===== config.mk =====
export PLATFORM = sky130hd
export DESIGN_NAME = snmp_message_header_parser_core
export DESIGN_NICKNAME = d
export VERILOG_FILES = /design/src/design/smhp_pkg.sv /design/src/design/smhp_next.sv /design/src/design/snmp_message_header_parser_core.sv
export SDC_FILE = /design/constraint.sdc
export NUM_CORES = 1
export LEC_CHECK = 0
export BUFFER_PORTS_ARGS = -buffer_cell sky130_fd_sc_hd__clkbuf_2
export CORE_MARGIN = 1
export CORE_UTILIZATION = 30
export CTS_CLUSTER_DIAMETER = 200
export CTS_CLUSTER_SIZE = 10
export DETAILED_ROUTE_END_ITERATION = 8
export PLACE_DENSITY = 0.44
export SLEW_MARGIN = 20
export SYNTH_ARGS = -nofsm -noshare
export SYNTH_HDL_FRONTEND = slang
export SYNTH_SLANG_ARGS = --single-unit

===== constraint.sdc =====
create_clock -name clk -period 8.9 [get_ports clk]
set_input_delay 0.445 -clock clk [delete_from_list [all_inputs] [get_ports clk]]
set_output_delay 0.445 -clock clk [all_outputs]
set_load 0.01 [all_outputs]

===== src/design/smhp_pkg.sv =====
// Shared types and codes for the SNMP message header parser.
// Holds parse phase codes, byte role codes and the parser state record.
// No dependencies.
`timescale 1ns / 1ps
`default_nettype none

package smhp_pkg;

	localparam logic [7:0] SEQ_TAG_BYTE = 8'h30;

	localparam logic [3:0] PH_SEQ_TAG      = 4'd0;
	localparam logic [3:0] PH_SEQ_LEN      = 4'd1;
	localparam logic [3:0] PH_SEQ_LEN_EXT  = 4'd2;
	localparam logic [3:0] PH_VER_TAG      = 4'd3;
	localparam logic [3:0] PH_VER_LEN      = 4'd4;
	localparam logic [3:0] PH_VER_LEN_EXT  = 4'd5;
	localparam logic [3:0] PH_VER_VAL      = 4'd6;
	localparam logic [3:0] PH_COMM_TAG     = 4'd7;
	localparam logic [3:0] PH_COMM_LEN     = 4'd8;
	localparam logic [3:0] PH_COMM_LEN_EXT = 4'd9;
	localparam logic [3:0] PH_COMM_VAL     = 4'd10;
	localparam logic [3:0] PH_PDU          = 4'd11;
	localparam logic [3:0] PH_REJECTED     = 4'd12;

	localparam logic [3:0] ROLE_SEQ_TAG   = 4'd0;
	localparam logic [3:0] ROLE_SEQ_LEN   = 4'd1;
	localparam logic [3:0] ROLE_VER_TAG   = 4'd2;
	localparam logic [3:0] ROLE_VER_LEN   = 4'd3;
	localparam logic [3:0] ROLE_VER_VAL   = 4'd4;
	localparam logic [3:0] ROLE_COMM_TAG  = 4'd5;
	localparam logic [3:0] ROLE_COMM_LEN  = 4'd6;
	localparam logic [3:0] ROLE_COMM_VAL  = 4'd7;
	localparam logic [3:0] ROLE_PDU       = 4'd8;
	localparam logic [3:0] ROLE_REJECTED  = 4'd9;

	typedef struct packed {
		logic [3:0]  phase;
		logic [6:0]  len_left;
		logic [15:0] len_acc;
		logic [15:0] val_left;
		logic [15:0] seq_len;
		logic [31:0] version;
		logic [15:0] comm_len;
		logic        reject;
	} parse_state_t;

	localparam parse_state_t STATE_RESET = '{
		phase:    PH_SEQ_TAG,
		len_left: 7'd0,
		len_acc:  16'd0,
		val_left: 16'd0,
		seq_len:  16'd0,
		version:  32'd0,
		comm_len: 16'd0,
		reject:   1'b0
	};

endpackage

`default_nettype wire


===== src/design/smhp_next.sv =====
// Per-byte next-state and role logic of the SNMP message header parser.
// Purely combinational; depends on smhp_pkg.
`timescale 1ns / 1ps
`default_nettype none

module smhp_next (
	input  wire smhp_pkg::parse_state_t cur,
	input  wire logic [7:0]             data_byte,
	input  wire logic                   start_of_datagram,
	output smhp_pkg::parse_state_t      nxt,
	output logic [3:0]                  byte_role
);

	localparam logic [1:0] FLD_SEQ  = 2'd0;
	localparam logic [1:0] FLD_VER  = 2'd1;
	localparam logic [1:0] FLD_COMM = 2'd2;

	function automatic smhp_pkg::parse_state_t len_done(
		smhp_pkg::parse_state_t s, logic [1:0] fld, logic [15:0] len);
		smhp_pkg::parse_state_t r;
		r = s;
		case (fld)
			FLD_SEQ: begin
				r.seq_len = len;
				r.phase   = smhp_pkg::PH_VER_TAG;
			end
			FLD_VER: begin
				r.version  = 32'd0;
				r.val_left = len;
				r.phase    = (len != 16'd0) ? smhp_pkg::PH_VER_VAL : smhp_pkg::PH_COMM_TAG;
			end
			default: begin
				r.comm_len = len;
				r.val_left = len;
				r.phase    = (len != 16'd0) ? smhp_pkg::PH_COMM_VAL : smhp_pkg::PH_PDU;
			end
		endcase
		return r;
	endfunction

	function automatic smhp_pkg::parse_state_t len_first(
		smhp_pkg::parse_state_t s, logic [1:0] fld, logic [7:0] b, logic [3:0] ext_ph);
		smhp_pkg::parse_state_t r;
		r = s;
		if (!b[7]) begin
			r = len_done(s, fld, {8'd0, b});
		end else if (b[6:0] == 7'd0) begin
			r = len_done(s, fld, 16'd0);
		end else begin
			r.len_left = b[6:0];
			r.len_acc  = 16'd0;
			if (fld == FLD_SEQ)
				r.seq_len = 16'd0;
			if (fld == FLD_COMM)
				r.comm_len = 16'd0;
			r.phase = ext_ph;
		end
		return r;
	endfunction

	function automatic smhp_pkg::parse_state_t len_ext(
		smhp_pkg::parse_state_t s, logic [1:0] fld, logic [7:0] b);
		smhp_pkg::parse_state_t r;
		r = s;
		r.len_acc = {s.len_acc[7:0], b};
		if (fld == FLD_SEQ)
			r.seq_len = r.len_acc;
		if (fld == FLD_COMM)
			r.comm_len = r.len_acc;
		r.len_left = s.len_left - 7'd1;
		if (r.len_left == 7'd0)
			r = len_done(r, fld, r.len_acc);
		return r;
	endfunction

	smhp_pkg::parse_state_t base;

	always_comb begin
		base      = start_of_datagram ? smhp_pkg::STATE_RESET : cur;
		nxt       = base;
		byte_role = smhp_pkg::ROLE_REJECTED;
		case (base.phase)
			smhp_pkg::PH_SEQ_TAG: begin
				if (data_byte == smhp_pkg::SEQ_TAG_BYTE) begin
					byte_role = smhp_pkg::ROLE_SEQ_TAG;
					nxt.phase = smhp_pkg::PH_SEQ_LEN;
				end else begin
					nxt.reject = 1'b1;
					nxt.phase  = smhp_pkg::PH_REJECTED;
				end
			end
			smhp_pkg::PH_SEQ_LEN: begin
				byte_role = smhp_pkg::ROLE_SEQ_LEN;
				nxt = len_first(base, FLD_SEQ, data_byte, smhp_pkg::PH_SEQ_LEN_EXT);
			end
			smhp_pkg::PH_SEQ_LEN_EXT: begin
				byte_role = smhp_pkg::ROLE_SEQ_LEN;
				nxt = len_ext(base, FLD_SEQ, data_byte);
			end
			smhp_pkg::PH_VER_TAG: begin
				byte_role = smhp_pkg::ROLE_VER_TAG;
				nxt.phase = smhp_pkg::PH_VER_LEN;
			end
			smhp_pkg::PH_VER_LEN: begin
				byte_role = smhp_pkg::ROLE_VER_LEN;
				nxt = len_first(base, FLD_VER, data_byte, smhp_pkg::PH_VER_LEN_EXT);
			end
			smhp_pkg::PH_VER_LEN_EXT: begin
				byte_role = smhp_pkg::ROLE_VER_LEN;
				nxt = len_ext(base, FLD_VER, data_byte);
			end
			smhp_pkg::PH_VER_VAL: begin
				byte_role    = smhp_pkg::ROLE_VER_VAL;
				nxt.version  = {base.version[23:0], data_byte};
				nxt.val_left = base.val_left - 16'd1;
				if (nxt.val_left == 16'd0)
					nxt.phase = smhp_pkg::PH_COMM_TAG;
			end
			smhp_pkg::PH_COMM_TAG: begin
				byte_role = smhp_pkg::ROLE_COMM_TAG;
				nxt.phase = smhp_pkg::PH_COMM_LEN;
			end
			smhp_pkg::PH_COMM_LEN: begin
				byte_role = smhp_pkg::ROLE_COMM_LEN;
				nxt = len_first(base, FLD_COMM, data_byte, smhp_pkg::PH_COMM_LEN_EXT);
			end
			smhp_pkg::PH_COMM_LEN_EXT: begin
				byte_role = smhp_pkg::ROLE_COMM_LEN;
				nxt = len_ext(base, FLD_COMM, data_byte);
			end
			smhp_pkg::PH_COMM_VAL: begin
				byte_role    = smhp_pkg::ROLE_COMM_VAL;
				nxt.val_left = base.val_left - 16'd1;
				if (nxt.val_left == 16'd0)
					nxt.phase = smhp_pkg::PH_PDU;
			end
			smhp_pkg::PH_PDU: begin
				byte_role = smhp_pkg::ROLE_PDU;
			end
			default: begin
				nxt.reject = 1'b1;
				nxt.phase  = smhp_pkg::PH_REJECTED;
			end
		endcase
	end

endmodule

`default_nettype wire


===== src/design/snmp_message_header_parser_core.sv =====
// Top level of the SNMP message header parser: input register, parser state
// and result register. Depends on smhp_pkg and smhp_next.
`timescale 1ns / 1ps
`default_nettype none

// Takes a received datagram one byte per transaction on the slave side and
// returns one labelled transaction per byte on the master side, carrying the
// byte, its role and the header values decoded so far. Mark the first byte of
// each datagram with s_tuser; a datagram whose first byte is not 0x30 is
// rejected until the next start mark. Throughput is one byte per cycle with no
// gaps while m_tready is not held low; each byte passes through the input
// register and the result register around the parser state update.
module snmp_message_header_parser_core (
	input  wire logic        clk,
	input  wire logic        arst_n,
	input  wire logic        s_tvalid,
	output logic             s_tready,
	input  wire logic [7:0]  s_tdata,   // [7:0] data_byte
	input  wire logic [0:0]  s_tuser,   // [0] start_of_datagram
	output logic             m_tvalid,
	input  wire logic        m_tready,
	output logic [79:0]      m_tdata,   // [7:0] byte_out, [23:8] message_length,
	                                    // [55:24] version_value,
	                                    // [71:56] community_length,
	                                    // [72] header_done, [73] rejected, rest zero
	output logic [3:0]       m_tuser    // [3:0] byte_role
);

	logic                   valid_s1;
	logic [7:0]             byte_s1;
	logic                   start_s1;
	logic                   advance;
	logic                   fire;
	smhp_pkg::parse_state_t state_q;
	smhp_pkg::parse_state_t state_nxt;
	logic [3:0]             role_nxt;

	logic                   out_valid_q;
	logic [3:0]             out_role_q;
	logic [7:0]             out_byte_q;
	logic [15:0]            out_msg_len_q;
	logic [31:0]            out_version_q;
	logic [15:0]            out_comm_len_q;
	logic                   out_done_q;
	logic                   out_reject_q;

	assign advance  = !out_valid_q || m_tready;
	assign fire     = valid_s1 && advance;
	assign s_tready = !valid_s1 || advance;

	always_ff @(posedge clk or negedge arst_n) begin
		if (!arst_n) begin
			valid_s1 <= 1'b0;
		end else if (s_tready) begin
			valid_s1 <= s_tvalid;
		end
	end

	always_ff @(posedge clk) begin
		if (s_tready && s_tvalid) begin
			byte_s1  <= s_tdata;
			start_s1 <= s_tuser[0];
		end
	end

	smhp_next u_next (
		.cur               (state_q),
		.data_byte         (byte_s1),
		.start_of_datagram (start_s1),
		.nxt               (state_nxt),
		.byte_role         (role_nxt)
	);

	always_ff @(posedge clk or negedge arst_n) begin
		if (!arst_n) begin
			state_q     <= smhp_pkg::STATE_RESET;
			out_valid_q <= 1'b0;
		end else begin
			if (fire)
				state_q <= state_nxt;
			if (advance)
				out_valid_q <= valid_s1;
		end
	end

	always_ff @(posedge clk) begin
		if (fire) begin
			out_role_q     <= role_nxt;
			out_byte_q     <= byte_s1;
			out_msg_len_q  <= state_nxt.seq_len;
			out_version_q  <= state_nxt.version;
			out_comm_len_q <= state_nxt.comm_len;
			out_done_q     <= (state_nxt.phase == smhp_pkg::PH_PDU);
			out_reject_q   <= state_nxt.reject;
		end
	end

	assign m_tvalid = out_valid_q;
	assign m_tuser  = out_role_q;
	assign m_tdata  = {6'd0, out_reject_q, out_done_q, out_comm_len_q, out_version_q,
		out_msg_len_q, out_byte_q};

`ifndef SYNTHESIS
	a_reject_phase: assert property (@(posedge clk) disable iff (!arst_n)
		state_q.reject |-> state_q.phase == smhp_pkg::PH_REJECTED)
		else $error("reject flag set outside the rejected phase");

	a_reject_role: assert property (@(posedge clk) disable iff (!arst_n)
		out_valid_q && out_reject_q |-> out_role_q == smhp_pkg::ROLE_REJECTED)
		else $error("rejected byte carries a parsing role");

	a_done_role: assert property (@(posedge clk) disable iff (!arst_n)
		out_valid_q && out_done_q |-> !out_reject_q && (out_role_q == smhp_pkg::ROLE_PDU
		|| out_role_q == smhp_pkg::ROLE_COMM_VAL || out_role_q == smhp_pkg::ROLE_COMM_LEN))
		else $error("header done on a header byte");

	a_stall_hold: assert property (@(posedge clk) disable iff (!arst_n)
		valid_s1 && !advance |=> valid_s1 && $stable(byte_s1) && $stable(state_q))
		else $error("input stage or state moved during a stall");

	a_fire_out: assert property (@(posedge clk) disable iff (!arst_n)
		fire |=> out_valid_q)
		else $error("processed byte produced no result");
`endif

endmodule

`default_nettype wire


==> impl_table.tex, run 1 <==
\begin{tabular}{lr}
\hline
Metric & Value \\
\hline
\multicolumn{2}{l}{\textbf{Outcome}} \\
Result of the run & finished clean \\
\multicolumn{2}{l}{\textbf{Global route}} \\
GR met2 Demand/Resource & 23.9\% \\
Remaining global-route overflow & 0 \\
Number of global-route vias before repair & 6087 \\
Maximum number of pins on one net before global-route repair & 65 \\
Number of antenna violations at the first check in global routing & 0 \\
Gr busiest metal & met2 \\
Fraction of met3 tracks used by global routing & 2.71\% \\
M1 GR Usage & 21.8\% \\
Aggregate global-route resource usage & 15.5\% \\
Wire length of the first global-routing pass & 36300 um \\
\multicolumn{2}{l}{\textbf{Critical path}} \\
Maximum fanout count along the critical path & 53 \\
Critical Path Start & start\_s1 \\
Worst reg2reg setup slack & 4.48 ns \\
Arrival time reported for the critical path endpoint & 4.73 ns \\
Reg-to-reg critical path startpoint & start\_s1 \\
Biggest cell delay along the critical path & 0.74 ns \\
CP endpoint kind & flop \\
Category of the critical setup timing path & reg -> reg \\
Endpoint required time on the critical path & 9.22 ns \\
Most numerous cell on the critical path & buf\_4 \\
List of cells traversed by the critical path & buf\_4, inv\_1, nand2\_1, ha\_1, a211o\_1, a21o\_1, a21oi\_2, a311oi\_4, buf\_4, nand2b\_1, buf\_4, a22o\_2 \\
Crit-path slowest cell & a21oi\_2 \\
Type of origin of the critical path & flop \\
\multicolumn{2}{l}{\textbf{Floorplanning}} \\
Die Footprint & 0.0303 mm\^{}2 \\
Height of the chip & 174 um \\
Horizontal die dimension & 174 um \\
Starting density of the core & 30.7\% \\
Core box area & 0.0289 mm\^{}2 \\
Number of core rows & 62 \\
Num ports & 99 \\
\multicolumn{2}{l}{\textbf{Synth}} \\
Post-synth top area cell & edfxtp\_1 \\
Area of the mapped netlist & 0.00890 mm\^{}2 \\
Ranking of synthesized cells by instance count & dfrtp\_1, a22o\_1, edfxtp\_1 \\
Number of standard cells after synthesis & 767 \\
Complex-gate fraction of the synthesized area & 20.1\% \\
Count leader, synth & dfrtp\_1 \\
Average instance area after synthesis & 11.6 um\^{}2 \\
Synthesized-area fraction occupied by xor and xnor cells & 1.08\% \\
Area share of the leading cell type in the synthesized netlist & 29.4\% \\
Primary FF master, synth & dfrtp\_1 \\
Post-synthesis mux area share & 3.28\% \\
Adder and majority cell fraction of the synthesized area & 0.563\% \\
Cell types with the largest area share after synthesis & edfxtp\_1, dfrtp\_1, a22o\_1 \\
Number of synthesized register bits & 189 \\
Largest family of logic cells by synthesized area & compound AO/OA/AOI/OAI gates \\
Number of warnings reported in the yosys synthesis log & 0 \\
Simple-gate portion of the synthesized area & 11.7\% \\
Post-synthesis sequential area ratio & 58.1\% \\
Post-synth ARST share & 54.0\% \\
Count of flip-flops with a built-in enable after synthesis & 87 \\
Yosys cell types & 77 \\
\multicolumn{2}{l}{\textbf{Clock tree}} \\
Post CTS Setup Buffer Count & 0 \\
Deepest clock path buffer count & 2 \\
Clock insertion delay at the later pin of the skew report & 0.43 ns \\
Post-CTS Resized & 0 \\
Cell chosen for the clock root & clkbuf\_16 \\
Clock H-tree levels & 4 \\
Clock tree from TritonCTS & yes \\
Clock slew at reported path FFs & 0.07 ns \\
Clock tree sinks & 189 \\
Number of hold buffers added after CTS & 0 \\
Cts bufs inserted & 17 \\
\multicolumn{2}{l}{\textbf{Detailed routing}} \\
Number of nets still failing antenna checks after routing & 0 \\
Mean routed wirelength per cell & 18.8 um \\
DRC errors left & 0 \\
Routed via count & 6413 \\
Number of search-and-repair iterations in the first detailed-routing pass & 8 \\
Detailed Route WL & 23100 um \\
DRT iter0 DRCs & 637 \\
Vias per std cell & 5.23 \\
\multicolumn{2}{l}{\textbf{Finish}} \\
Layout Cells excl Fill & 1226 \\
Area added between synthesis and finish & 14.6\% \\
Layout cell share with drive strength beyond 1 & 22.8\% \\
Final-stage net count & 846 \\
Final antenna diode count & 0 \\
\multicolumn{2}{l}{\textbf{STA}} \\
Final hold viol count & 0 \\
Shortest clock period the worst path allows after layout & 4.42 ns \\
Final slew viol count & 0 \\
Post-Route Setup TNS & 0 ns \\
Transition time at the pin with the least slew margin & 1.03 ns \\
Number of setup violations in the final report & 0 \\
RSZ-0062 raised after global routing & false \\
Worst clock skew & 0.0119 ns \\
Fmax & 0.226 GHz \\
Worst-case headroom to the max-slew limit & 30.7\% \\
Final clock period utilization by the worst path & 49.6\% \\
\multicolumn{2}{l}{\textbf{Placement}} \\
Dpl cells & 1194 \\
Sum of net half-perimeters after detailed placement & 14700 um \\
Port bufs & 92 \\
Routability-driven placement congestion ratio & 0.810 \\
\multicolumn{2}{l}{\textbf{Hold path}} \\
Tightest Hold Check Type & in -> async \\
\multicolumn{2}{l}{\textbf{Power and ir drop}} \\
Leakage component of the power & 4.32 nW \\
VDD IR-drop max & 0.000133 V \\
Power Dens Cells & 237 mW/mm\^{}2 \\
\multicolumn{2}{l}{\textbf{Run}} \\
Number of maximum-capacitance constraint violations & 0 \\
\hline
\end{tabular}
critical path, delay by kind of cell, from the launching register on:
family	cells	cell delay (ns)
AOI/OAI and AO/OA	5	1.67
and+or+nand+nor	2	0.39
adders and majority gates	1	0.38
DFF	1	0.36
buffers and inverters	4	1.48
stage by stage:
step                power [mW]  util (%)  setup slack [ns]  cell area, um^2  hold slack (ns)
floorplan                 1.49         -              4.66             8910            0.149
detailed placement        1.65      33.2              4.46             9600            0.464
global placement          1.66      33.2              4.54             9600            0.457
CTS                       2.44      35.2              4.44            10200           0.0735
finish                    2.42      35.2              4.48            10200           0.0625
global route              2.54      35.2              4.12            10200            0.108
state kept, by name (all words and copies together) (netlist names):
name	count
state_q	100
out_version_q	32
out_comm_len_q	16
out_msg_len_q	16
byte_s1	8
out_byte_q	8
m_tuser	4
m_tvalid	1
out_done_q	1
out_reject_q	1
start_s1	1
valid_s1	1
final timing paths:
| path | endpoint | cells after the start |
|---|---|---|
| max | state_q[18] | 12 |
| min | state_q[6] | 1 |
| max reg2reg | state_q[18] | 12 |
| min reg2reg | state_q[59] | 2 |
| max in group asynchronous | state_q[102] | 2 |
| min in group clk | byte_s1[3] | 1 |
metal layers:
metal	wire length [um]	part of all wire, %
met5	0	0
met3	795	3.4
met1	11200	48
met4	369	1.6
met2	10800	47
final cells by class:
| cell class | instances | area, um^2 |
|---|---|---|
| flip-flops and latches | 189 | 5160 |
| clock buffers | 19 | 433 |
| clock inverters | 13 | 163 |
| repair buffers | 110 | 598 |
| multi-input cells | 501 | 3320 |
| well taps | 384 | 480 |
| inverters | 10 | 40.0 |
| fillers | 2899 | 18700 |
placed cells by master, fill, tap and decap left out, types with 3 or more instances in the layout:
cell and count:
a22o_2 5, clkinvlp_4 3, nand3_1 19, ha_1 4, a221o_1 4, xnor2_1 7, a32oi_1 3, nor2_1 52
a21oi_1 30, nand2b_1 8, nor2b_1 7, dfrtp_1 102, conb_1 6, a22oi_1 13, nand2_1 80, a21o_1 7
nor3_1 12, clkinv_2 3, inv_1 9, mux2_2 25, a31oi_1 6, clkbuf_2 91, nor3b_1 5, a22o_1 91
nor4_1 10, o22ai_1 3, inv_6 3, clkbuf_16 17, edfxtp_1 87, bufinv_16 3, o21ai_0 40, xor2_1 4
buf_4 19, o211ai_1 3, and3_1 5
cell families after synthesis:
| group | Yosys count |
|---|---|
| AO/OA/AOI/OAI | 235 |
| XOR/XNOR | 11 |
| adder cells (fa/ha/maj) | 4 |
| buffers and inverters | 82 |
| flip-flops | 189 |
| multiplexers | 26 |
| other | 1 |
| AND/OR/NAND/NOR | 219 |
power by group:
part,switching (mW),leakage [nW],internal [mW]
logic,0.343,1.78,0.201
clock network,0.335,0.284,0.444
registers,0.0974,2.25,0.995
total,0.775,4.32,1.64
(Power assumes the default switching activity.)
==> run 2, diff against run 1 <==
--- a/config.mk
+++ b/config.mk
@@ -11,7 +11,7 @@
 export CTS_CLUSTER_DIAMETER = 200
 export CTS_CLUSTER_SIZE = 10
 export DETAILED_ROUTE_END_ITERATION = 8
-export PLACE_DENSITY = 0.44
+export PLACE_DENSITY = 0.46
 export SLEW_MARGIN = 20
 export SYNTH_ARGS = -nofsm -noshare
 export SYNTH_HDL_FRONTEND = slang
==> constraint.sdc (replaced) <==
create_clock -name clk -period 3.88 [get_ports clk]
set_input_delay 0.194 -clock clk [delete_from_list [all_inputs] [get_ports clk]]
set_output_delay 0.194 -clock clk [all_outputs]
set_load 0.01 [all_outputs]
==> impl_table.tex, run 2 (synthesized netlist as in run 1, its figures left out) <==
\begin{tabular}{lr}
\hline
Metric & Value \\
\hline
\multicolumn{2}{l}{\textbf{Outcome}} \\
Result of the run & finished clean (unchanged) \\
\multicolumn{2}{l}{\textbf{Global route}} \\
Remaining global-route overflow & 0 (unchanged) \\
Maximum number of pins on one net before global-route repair & 62 (was 65) \\
Number of antenna violations at the first check in global routing & 0 (unchanged) \\
Wire length of the first global-routing pass & 36200 um (was 36300 um) \\
Number of global-route vias before repair & 6240 (was 6087) \\
Aggregate global-route resource usage & 15.5\% (about the same) \\
\multicolumn{2}{l}{\textbf{Finish}} \\
Layout cell share with drive strength beyond 1 & 23.5\% (was 22.8\%) \\
Commonest non-fill, non-tap cells in the layout & dfrtp\_1, a22o\_1, clkbuf\_2 (unchanged) \\
Final antenna diode count & 0 (unchanged) \\
Register with the most flip-flops & state\_q (unchanged) \\
Most frequent standard cell in the layout excluding fill and tap cells & dfrtp\_1 (unchanged) \\
Design Area, Final & 0.0104 mm\^{}2 (was 0.0102 mm\^{}2) \\
Area added between synthesis and finish & 16.5\% (was 14.6\%) \\
Top flop regs & state\_q: 100 flops, out\_version\_q: 32 flops (unchanged) \\
Final-stage net count & 865 (was 846) \\
Flip-flop count of the largest register after layout & 100 (unchanged) \\
\multicolumn{2}{l}{\textbf{Clock tree}} \\
Clock tree sinks & 189 (unchanged) \\
Clock insertion delay at the later pin of the skew report & 0.44 ns (was 0.43 ns) \\
Clock H-tree levels & 4 (unchanged) \\
Post-CTS Resized & 0 (unchanged) \\
Cell chosen for the clock root & clkbuf\_16 (unchanged) \\
Deepest clock path buffer count & 2 (unchanged) \\
Clock tree from TritonCTS & yes (unchanged) \\
Cts bufs inserted & 17 (unchanged) \\
Clock slew at reported path FFs & 0.08 ns (was 0.07 ns) \\
\multicolumn{2}{l}{\textbf{STA}} \\
Final slew viol count & 0 (unchanged) \\
Worst clock skew & 0.00916 ns (was 0.0119 ns) \\
RSZ-0062 raised after global routing & false (unchanged) \\
Number of setup violations in the final report & 0 (unchanged) \\
Shortest clock period the worst path allows after layout & 2.84 ns (was 4.42 ns) \\
Post-Route Setup TNS & 0 ns (unchanged) \\
Transition time at the pin with the least slew margin & 0.867 ns (was 1.03 ns) \\
Final hold viol count & 0 (unchanged) \\
Fmax & 0.353 GHz (was 0.226 GHz) \\
Final clock period utilization by the worst path & 73.1\% (was 49.6\%) \\
Worst-case headroom to the max-slew limit & 42.2\% (was 30.7\%) \\
\multicolumn{2}{l}{\textbf{Floorplanning}} \\
Height of the chip & 174 um (unchanged) \\
Starting density of the core & 30.7\% (unchanged) \\
Die Footprint & 0.0303 mm\^{}2 (unchanged) \\
Horizontal die dimension & 174 um (unchanged) \\
Number of core rows & 62 (unchanged) \\
Core box area & 0.0289 mm\^{}2 (unchanged) \\
Num ports & 99 (unchanged) \\
\multicolumn{2}{l}{\textbf{Detailed routing}} \\
Number of search-and-repair iterations in the first detailed-routing pass & 7 (was 8) \\
DRC errors left & 0 (unchanged) \\
Routed via count & 6406 (was 6413) \\
Number of nets still failing antenna checks after routing & 0 (unchanged) \\
Vias per std cell & 5.15 (was 5.23) \\
Detailed Route WL & 23000 um (was 23100 um) \\
Mean routed wirelength per cell & 18.5 um (was 18.8 um) \\
DRT iter0 DRCs & 459 (was 637) \\
\multicolumn{2}{l}{\textbf{Critical path}} \\
Endpoint required time on the critical path & 4.07 ns (was 9.22 ns) \\
Biggest cell delay along the critical path & 0.40 ns (was 0.74 ns) \\
Reg-to-reg critical path startpoint & start\_s1 (unchanged) \\
Crit-path slowest cell & edfxtp\_1 (was a21oi\_2) \\
Critical Path Start & start\_s1 (unchanged) \\
CP endpoint kind & flop (unchanged) \\
Arrival time reported for the critical path endpoint & 3.03 ns (was 4.73 ns) \\
Type of origin of the critical path & flop (unchanged) \\
Maximum fanout count along the critical path & 32 (was 53) \\
List of cells traversed by the critical path & inv\_1, nand2\_1, ha\_1, nor4b\_1, o211ai\_1, a21oi\_2, buf\_4, a311oi\_4, buf\_4, a22o\_2 (was buf\_4, inv\_1, nand2\_1, ha\_1, a211o\_1, a21o\_1, a21oi\_2, a311oi\_4, buf\_4, nand2b\_1, buf\_4, a22o\_2) \\
Category of the critical setup timing path & reg -> reg (unchanged) \\
Most numerous cell on the critical path & buf\_4 (unchanged) \\
\multicolumn{2}{l}{\textbf{Placement}} \\
Routability-driven placement congestion ratio & 0.861 (was 0.810) \\
Port bufs & 92 (unchanged) \\
Dpl cell area & 0.00967 mm\^{}2 (was 0.00960 mm\^{}2) \\
Sum of net half-perimeters after detailed placement & 14800 um (was 14700 um) \\
\multicolumn{2}{l}{\textbf{Power and ir drop}} \\
VDD IR-drop max & 0.000316 V (was 0.000133 V) \\
Leakage component of the power & 4.40 nW (was 4.32 nW) \\
Power Dens Cells & 532 mW/mm\^{}2 (was 237 mW/mm\^{}2) \\
\multicolumn{2}{l}{\textbf{Run}} \\
Number of maximum-capacitance constraint violations & 0 (unchanged) \\
\multicolumn{2}{l}{\textbf{Hold path}} \\
Tightest Hold Check Type & in -> reg (was in -> async) \\
Worst min-delay path startpoint & m\_tready \\
\hline
\end{tabular}
[run 2: power by group]
group	internal, mW	leakage [nW]	switching, mW
sequential	2.28	2.25	0.217
combinational	0.477	1.87	0.788
clock	0.912	0.283	0.832
total	3.67	4.40	1.84
[run 2: per-layer routing]
layer	share of wire, %	up-vias	routed length [um]	GRT usage, %
met3	3.8	20	882	2.65
met4	1.5	0	344	5.26
li1	-	3030	-	-
met2	47	165	10800	24.7
met1	48	3191	11000	21.2
met5	0	-	0	0
[run 2: path summary, 6_finish.rpt]
kind	endpoint	slack, ns	cells after the start
setup / recovery	out_version_q[1]	1.04	10
hold / removal	m_tvalid	0.04	3
setup reg to reg	out_version_q[1]	1.04	10
hold reg to reg	state_q[62]	0.48	2
max in group asynchronous	state_q[2]	2.61	3
min in group asynchronous	valid_s1	0.39	2
[run 2: layout make-up]
| cell class | count | area (um^2) |
|---|---|---|
| clock buffers | 17 | 425 |
| clock inverters | 15 | 153 |
| fillers | 2884 | 18600 |
| inverters | 10 | 40.0 |
| multi-input cells | 501 | 3320 |
| flip-flops and latches | 189 | 5160 |
| well taps | 384 | 480 |
| repair buffers | 129 | 781 |
[run 2: timing repair]
item	in CTS	in global routing
hold buffers	11	0
endpoints found under the hold margin	69	0
buffers inserted	0	0
[run 2: per-stage QoR]
step / utilization [%] / hold slack (ns) / std cells / power (mW) / setup slack, ns
detailed placement: 33.4 / 0.356 / 1202 / 3.80 / 1.08
global placement: 33.4 / 0.345 / 1202 / 3.80 / 1.12
CTS: 35.8 / 0.0291 / 1245 / 5.56 / 1.06
floorplan: - / -0.102 / 772 / 3.42 / 0.800
global route: 35.8 / 0.0457 / 1245 / 5.80 / 0.853
finish: 35.8 / 0.0439 / 1245 / 5.51 / 1.04
[run 2: worst max-delay path, delay by kind of cell, from the launching register on]
kind	cells	cell delay, ns
adders and majority gates	1	0.33
AOI/OAI and AO/OA	4	0.78
DFF	1	0.40
and+or+nand+nor	2	0.43
buffers and inverters	3	0.63
==> run 3, diff against run 2 <==
--- a/config.mk
+++ b/config.mk
@@ -11,7 +11,7 @@
 export CTS_CLUSTER_DIAMETER = 200
 export CTS_CLUSTER_SIZE = 10
 export DETAILED_ROUTE_END_ITERATION = 8
-export PLACE_DENSITY = 0.46
+export PLACE_DENSITY = 0.44
 export SLEW_MARGIN = 20
 export SYNTH_ARGS = -nofsm -noshare
 export SYNTH_HDL_FRONTEND = slang
==> constraint.sdc (replaced) <==
create_clock -name clk -period 2.78 [get_ports clk]
set_input_delay 0.139 -clock clk [delete_from_list [all_inputs] [get_ports clk]]
set_output_delay 0.139 -clock clk [all_outputs]
set_load 0.01 [all_outputs]
==> impl_table.tex, run 3 (synthesized netlist as in run 1, its figures left out) <==
\begin{tabular}{lr}
\hline
Metric & Value \\
\hline
\multicolumn{2}{l}{\textbf{Detailed routing}} \\
Detailed Route WL & 23700 um (was 23000 um) \\
Mean routed wirelength per cell & 18.7 um (was 18.5 um) \\
Number of nets still failing antenna checks after routing & 0 (unchanged) \\
DRT iter0 DRCs & 472 (was 459) \\
DRC errors left & 0 (unchanged) \\
Routed via count & 6490 (was 6406) \\
Number of search-and-repair iterations in the first detailed-routing pass & 5 (was 7) \\
Vias per std cell & 5.11 (was 5.15) \\
\multicolumn{2}{l}{\textbf{STA}} \\
Transition time at the pin with the least slew margin & 0.709 ns (was 0.867 ns) \\
Post-Route Setup TNS & 0 ns (unchanged) \\
Shortest clock period the worst path allows after layout & 2.59 ns (was 2.84 ns) \\
Number of setup violations in the final report & 0 (unchanged) \\
Fmax & 0.386 GHz (was 0.353 GHz) \\
Worst-case headroom to the max-slew limit & 52.7\% (was 42.2\%) \\
Final clock period utilization by the worst path & 93.1\% (was 73.1\%) \\
Worst clock skew & 0.0137 ns (was 0.00916 ns) \\
Final hold viol count & 0 (unchanged) \\
RSZ-0062 raised after global routing & false (unchanged) \\
Final slew viol count & 0 (unchanged) \\
\multicolumn{2}{l}{\textbf{Floorplanning}} \\
Die Footprint & 0.0303 mm\^{}2 (unchanged) \\
Height of the chip & 174 um (unchanged) \\
Horizontal die dimension & 174 um (unchanged) \\
Starting density of the core & 30.7\% (unchanged) \\
Core box area & 0.0289 mm\^{}2 (unchanged) \\
Number of core rows & 62 (unchanged) \\
Num ports & 99 (unchanged) \\
\multicolumn{2}{l}{\textbf{Finish}} \\
Top flop regs & state\_q: 100 flops, out\_version\_q: 32 flops (unchanged) \\
Most frequent standard cell in the layout excluding fill and tap cells & dfrtp\_1 (unchanged) \\
Flip-flop count of the largest register after layout & 100 (unchanged) \\
Commonest non-fill, non-tap cells in the layout & dfrtp\_1, a22o\_1, clkbuf\_2 (unchanged) \\
Register with the most flip-flops & state\_q (unchanged) \\
Final-stage net count & 890 (was 865) \\
Area added between synthesis and finish & 19.3\% (was 16.5\%) \\
Number of filler instances in the final layout & 2878 (was 2884) \\
Final antenna diode count & 0 (unchanged) \\
Layout cell share with drive strength beyond 1 & 25.8\% (was 23.5\%) \\
\multicolumn{2}{l}{\textbf{Placement}} \\
Port bufs & 92 (unchanged) \\
Sum of net half-perimeters after detailed placement & 15400 um (was 14800 um) \\
Routability-driven placement congestion ratio & 0.849 (was 0.861) \\
\multicolumn{2}{l}{\textbf{Global route}} \\
Aggregate global-route resource usage & 15.8\% (was 15.5\%) \\
Remaining global-route overflow & 0 (unchanged) \\
Maximum number of pins on one net before global-route repair & 63 (was 62) \\
Number of antenna violations at the first check in global routing & 0 (unchanged) \\
Wire length of the first global-routing pass & 37100 um (was 36200 um) \\
Number of global-route vias before repair & 6285 (was 6240) \\
\multicolumn{2}{l}{\textbf{Power and ir drop}} \\
Leakage component of the power & 4.55 nW (was 4.40 nW) \\
Power Dens Cells & 748 mW/mm\^{}2 (was 532 mW/mm\^{}2) \\
Power consumption & 7.94 mW (was 5.51 mW) \\
VDD IR-drop max & 0.000469 V (was 0.000316 V) \\
\multicolumn{2}{l}{\textbf{Critical path}} \\
Logic depth of the worst register-to-register path & 10 (unchanged) \\
Endpoint required time on the critical path & 3.09 ns (was 4.07 ns) \\
Maximum fanout count along the critical path & 19 (was 32) \\
Worst reg2reg setup slack & 0.19 ns (was 1.04 ns) \\
Arrival time reported for the critical path endpoint & 2.90 ns (was 3.03 ns) \\
Endpoint of the worst register-to-register path & state\_q[70] (was out\_version\_q[1]) \\
Category of the critical setup timing path & reg -> reg (unchanged) \\
Reg-to-reg critical path startpoint & start\_s1 (unchanged) \\
CP endpoint kind & flop (unchanged) \\
Type of origin of the critical path & flop (unchanged) \\
\multicolumn{2}{l}{\textbf{Clock tree}} \\
Clock insertion delay at the later pin of the skew report & 0.44 ns (about the same) \\
Clock tree from TritonCTS & yes (unchanged) \\
Deepest clock path buffer count & 2 (unchanged) \\
Clock H-tree levels & 4 (unchanged) \\
Cts bufs inserted & 17 (unchanged) \\
Cell chosen for the clock root & clkbuf\_16 (unchanged) \\
Post CTS Setup Buffer Count & 0 (unchanged) \\
Clock tree sinks & 189 (unchanged) \\
Clock slew at reported path FFs & 0.08 ns (about the same) \\
\multicolumn{2}{l}{\textbf{Run}} \\
Number of maximum-capacitance constraint violations & 0 (unchanged) \\
\multicolumn{2}{l}{\textbf{Outcome}} \\
Result of the run & finished clean (unchanged) \\
\multicolumn{2}{l}{\textbf{Hold path}} \\
Tightest Hold Check Type & in -> async (was in -> reg) \\
\hline
\end{tabular}
==> run 3: report_power, final <==
part           internal, mW  switching [mW]  total [mW]
Clock                  1.23            1.25        2.48
Combinational         0.809            1.24        2.05
Sequential             3.18           0.230        3.41
Total                  5.22            2.72        7.94
==> run 3: how the worst max path moves through the flow <==
stage,endpoint,cells past startpoint,start
after floorplan,state_q[70],14,start_s1
after global placement,state_q[70],10,start_s1
after detailed placement,state_q[70],10,start_s1
after CTS,state_q[70],10,start_s1
after global routing,state_q[70],10,start_s1
final,state_q[70],10,start_s1
==> run 3: area by class of cell <==
cell class              count  area, um^2  area share [%]
clock buffers              17         425            4.01
clock inverters            15         185            1.74
inverters                  10        40.0           0.377
multi-input cells         501        3330            31.3
flip-flops and latches    189        5160            48.7
well taps                 384         480            4.53
repair buffers            154         995            9.37
==> run 3: per-stage QoR <==
step	hold slack, ns	util, %	worst slack, ns	area, um^2	cells
3_5_place_dp	0.246	34.1	0.118	9870	1226
5_1_grt	0.365	36.7	0.0458	10600	1270
4_1_cts	0.323	36.6	0.0778	10600	1270
2_1_floorplan	-0.157	-	0.0305	8930	772
3_3_place_gp	0.251	34.1	0.173	9870	1226
6_report	0.296	36.7	0.193	10600	1270
==> run 3: repair_timing <==
| item | CTS | global route |
|---|---|---|
| endpoints found under the hold margin | 62 | 0 |
| gates resized for setup | 0 | 5 |
| endpoints found under the setup margin | 0 | 73 |
| hold buffers | 12 | 0 |
==> run 3: metal layers <==
layer / global-route usage, % / routed length, um
met5: 0 / 0
met4: 3.98 / 257
met3: 2.76 / 766
met2: 24.8 / 11100
met1: 22.4 / 11500
==> run 3: critical path: stages, from the launching register on <==
cell	delay, ns
edfxtp_1	0.41
inv_2	0.10
nand2_1	0.10
ha_2	0.26
a211o_1	0.31
a21o_1	0.19
a21oi_2	0.23
buf_6	0.21
nor3b_1	0.07
a31o_2	0.22
a221o_2	0.35
